File: src/rtl/core/assert_macros.svh
// Assertion macros used by subpixel_antialiased_splat for its concurrent checks.
`ifndef ASSERT_MACROS_SVH
`define ASSERT_MACROS_SVH

// Same-cycle implication, disabled while reset is asserted.
`define SAS_ASSERT_NOW(label, clk, rst_n, ante, cons, msg) \
	label: assert property (@(posedge clk) disable iff (!rst_n) (ante) |-> (cons)) \
		else $error(msg);

// Next-cycle implication, disabled while reset is asserted.
`define SAS_ASSERT_NEXT(label, clk, rst_n, ante, cons, msg) \
	label: assert property (@(posedge clk) disable iff (!rst_n) (ante) |=> (cons)) \
		else $error(msg);

`endif

File: src/rtl/core/sas_pkg.sv
// Package with the types, constants and codes of the antialiased splat block.
`timescale 1ns / 1ps

package sas_pkg;

	localparam int SAS_GRID_COLS = 16;
	localparam int SAS_GRID_ROWS = 16;

	localparam logic [7:0] CH_MAX = 8'hFF;

	localparam int CFG_IDX_W = 2;
	localparam logic [CFG_IDX_W-1:0] REG_COLOR_RED   = 2'd0;
	localparam logic [CFG_IDX_W-1:0] REG_COLOR_GREEN = 2'd1;
	localparam logic [CFG_IDX_W-1:0] REG_COLOR_BLUE  = 2'd2;

	localparam logic MODE_SPLAT = 1'b0;
	localparam logic MODE_READ  = 1'b1;

	typedef struct packed {
		logic [7:0] red;
		logic [7:0] green;
		logic [7:0] blue;
	} pixel_t;

	typedef enum logic [2:0] {
		ST_CLEAR,
		ST_IDLE,
		ST_WEIGHT,
		ST_RED,
		ST_GREEN,
		ST_BLUE,
		ST_READ,
		ST_RESP
	} sas_state_t;

	typedef enum logic {
		ALU_WEIGHT,
		ALU_SCALE_ADD
	} sas_alu_op_t;

	typedef struct packed {
		sas_alu_op_t op;
		logic [7:0]  a;
		logic [7:0]  b;
		logic [7:0]  base;
	} sas_alu_req_t;

endpackage

File: src/rtl/core/sas_pixel_alu.sv
// Shared 8x8 multiply unit: forms a Wu weight or a scaled, saturating channel add.
`timescale 1ns / 1ps

module sas_pixel_alu
	import sas_pkg::*;
(
	input  sas_alu_req_t req,
	output logic [7:0]   result
);

	logic [15:0] prod;
	logic [15:0] weight_sum;
	logic [8:0]  chan_sum;

	assign prod = 16'(req.a) * 16'(req.b);

	// a*b + a + b peaks at 65535, so sixteen bits never overflow.
	assign weight_sum = prod + 16'(req.a) + 16'(req.b);
	assign chan_sum   = 9'(req.base) + 9'(prod[15:8]);

	always_comb begin
		case (req.op)
			ALU_WEIGHT:    result = weight_sum[15:8];
			ALU_SCALE_ADD: result = chan_sum[8] ? CH_MAX : chan_sum[7:0];
			default:       result = '0;
		endcase
	end

endmodule

File: config.mk
export PLATFORM = sky130hd
export DESIGN_NAME = sas_pixel_alu
export DESIGN_NICKNAME = d
export VERILOG_FILES = /design/src/rtl/core/assert_macros.svh /design/src/rtl/core/sas_pkg.sv /design/src/rtl/core/sas_pixel_alu.sv
export SDC_FILE = /design/constraint.sdc
export NUM_CORES = 1
export LEC_CHECK = 0
export BUFFER_PORTS_ARGS = -buffer_cell sky130_fd_sc_hd__buf_2
export CAP_MARGIN = 20
export CORE_MARGIN = 2
export CORE_UTILIZATION = 66
export DETAILED_ROUTE_END_ITERATION = 16
export PLACE_DENSITY = 0.95
export SYNTH_ARGS = -nofsm -noshare
export SYNTH_HDL_FRONTEND = slang
export SYNTH_SLANG_ARGS = --single-unit
File: constraint.sdc
create_clock -name vclk -period 13.5
set_input_delay 2.025 -clock vclk [all_inputs]
set_output_delay 2.025 -clock vclk [all_outputs]
set_load 0.05 [all_outputs]
==> impl_metrics.csv <==
group,metric,value,unit
finish,diodes,0,
synthesis,synth_cell_types,52,
clock_tree,hold_buffers,0,
global_routing,grt_max_degree,10,
synthesis,synthDominantCellAreaShare,28.1,%
worst_setup_path,critPathMostFrequentCell,"fa_1",
synthesis,ys_seq_area_share,0,%
detailed_routing,drc,0,
synthesis,netlist_instances,369,
timing,setup_viol,0,
detailed_routing,routed_wl,6.92,mm
floorplan,die_w,72.9,um
placed_design,gp_congestion,0.966,
timing,tns,0,ns
finish,nets,531,
floorplan,die_area,5320,um^2
timing,tightest_slew,0.505,ns
worst_setup_path,critPathMaxFanout,9,
worst_setup_path,critical_path_depth,23,
finish,n_clock_buffer,0,
detailed_routing,detail_route.wl_per_cell,15.2,um
finish,drive_gt1_share,11.9,%
detailed_routing,vias_per_cell,5.92,
placed_design,dpl_worst_slack,3.33,ns
finish,seq_area,0,um^2
synthesis,synth_commonest_cells,"inv_1, ha_1, fa_1, nor2_1, and2_1",
synthesis,synth_area,3130,um^2
floorplan,fp-row-count,25,
timing,layout_setup_ws,3.31,ns
synthesis,synth_nets,496,
worst_setup_path,crit_start,"req[15]",
worst_setup_path,path_buf_inv,6,
job,cap_violations,0,
synthesis,yosys-top-cells-area,"fa_1, ha_1, inv_1",
detailed_routing,drt_first_pass_iters,4,
global_routing,grt_usage,27.1,%
floorplan,die_h,72.9,um
global_routing,overflow,0,
timing,period_share,75.5,%
synthesis,yosysWarningCount,0,
clock_tree,cts_repair_resize_count,0,
worst_setup_path,slowest_delay,0.54,ns
timing,max_freq,0.0981,GHz
synthesis,synth_area_per_cell,8.49,um^2
synthesis,synth_most_common_cell,"inv_1",
floorplan,core-area,4660,um^2
global_routing,grt_pass1_wl,11.6,mm
floorplan,pin_count,33,
finish,seq_cells,0,
outcome,status,"completed",
timing,rsz0062_at_grt,"no",
worst_setup_path,path_cells,"buf_2 -> nand2_1 -> fa_1 -> fa_1 -> inv_1 -> fa_1 -> inv_1 -> fa_1 -> inv_1 -> ha_1 -> a21o_1 -> a221o_1 -> a2111oi_4 -> or2_4 -> xor2_4 -> inv_2 -> ha_1 -> or3_1 -> o2111a_1 -> or2_2 -> a2111o_1 -> o31a_1 -> buf_2",
placed_design,port_buffers,33,
finish,fin_util,72.2,%
placed_design,dp_hpwl,6.08,mm
detailed_routing,dr.first_iter.drc_count,200,
worst_setup_path,cp-endpoint,"result[7]",
floorplan,initial_core_util,67.2,%
worst_setup_path,arrival,8.17,ns
global_routing,antenna_found_initial,0,
worst_setup_path,crit_family,"adder cells",
timing,slew_headroom,66.1,%
detailed_routing,final_antenna_net_count,0,
worst_setup_path,start_kind,"primary input",
worst_setup_path,critical_path_class,"primary input to output pin",
clock_tree,cts_setup_buffers,0,
worst_setup_path,slowest_stage,"fa_1",
worst_hold_path,hp-class,"primary input to output pin",
finish,syn_to_final_growth,7.43,%
worst_setup_path,crit_required,11.48,ns
global_routing,grt_pass1_vias,2651,
timing,timing.final.crit_period,10.19,ns
timing,slew_violations,0,
timing,hold_viol,0,
synthesis,synth_top_area_cell,"fa_1",
detailed_routing,via_count,2700,
worst_setup_path,end_kind,"output pin",
finish,fillCellCount,354,
[stage by stage]
step / cell area [um^2] / hold WS, ns / std cells
CTS: 3370 / 4.54 / 456
detailed placement: 3370 / 4.54 / 456
finish: 3370 / 4.54 / 456
global placement: 3370 / 4.54 / 456
global route: 3370 / 4.57 / 456
floorplan: 3130 / 4.35 / 369
[area by class of cell]
| type | count | area [um^2] | share of cell area (%) |
|---|---|---|---|
| multi-input combinational | 278 | 2790 | 82.9 |
| inverter | 91 | 342 | 10.1 |
| timing repair buffer | 33 | 165 | 4.91 |
| tap | 54 | 67.6 | 2.01 |
[layer usage]
| metal | part of all wire, % | up-vias | track usage, % | routed length, um |
|---|---|---|---|---|
| met3 | 4.8 | 30 | 2.07 | 330 |
| met2 | 53 | 95 | 51.7 | 3680 |
| li1 | - | 1274 | - | - |
| met1 | 39 | 1301 | 32.9 | 2680 |
| met5 | 0 | - | 0 | 0 |
| met4 | 3.4 | 0 | 6.58 | 233 |
[kinds of logic after synthesis]
family	count (synthesis)	share of synthesized area, %
xor gates and xnor gates	18	6.11
AOI/OAI and AO/OA	58	14.9
buffers and inverters	91	10.9
adders and majority gates	102	51.3
and+or+nand+nor	100	16.9
[layout by cell type (no fill, tap or decap), types with 5 or more instances in the layout]
| cell | instances |
|---|---|
| a32oi_1 | 5 |
| inv_1 | 89 |
| xnor2_1 | 8 |
| nor2_1 | 28 |
| and2_1 | 26 |
| buf_2 | 33 |
| xor2_1 | 7 |
| nand3_1 | 5 |
| a21o_1 | 5 |
| nor3_1 | 8 |
| a21oi_1 | 12 |
| fa_1 | 44 |
| nand2_1 | 12 |
| o21ai_0 | 8 |
| ha_1 | 58 |
[how the worst min path moves through the flow]
stage | to | depth (start not counted) | from
floorplan | result[4] | 2 | req[24]
global placement | result[7] | 3 | req[24]
detailed placement | result[7] | 3 | req[24]
CTS | result[7] | 3 | req[24]
global route | result[6] | 3 | req[24]
finish | result[7] | 3 | req[24]
Power is left out: the tool's default activity adds up to more than one toggle a clock period on the data nets, which glitch-free logic cannot reach.
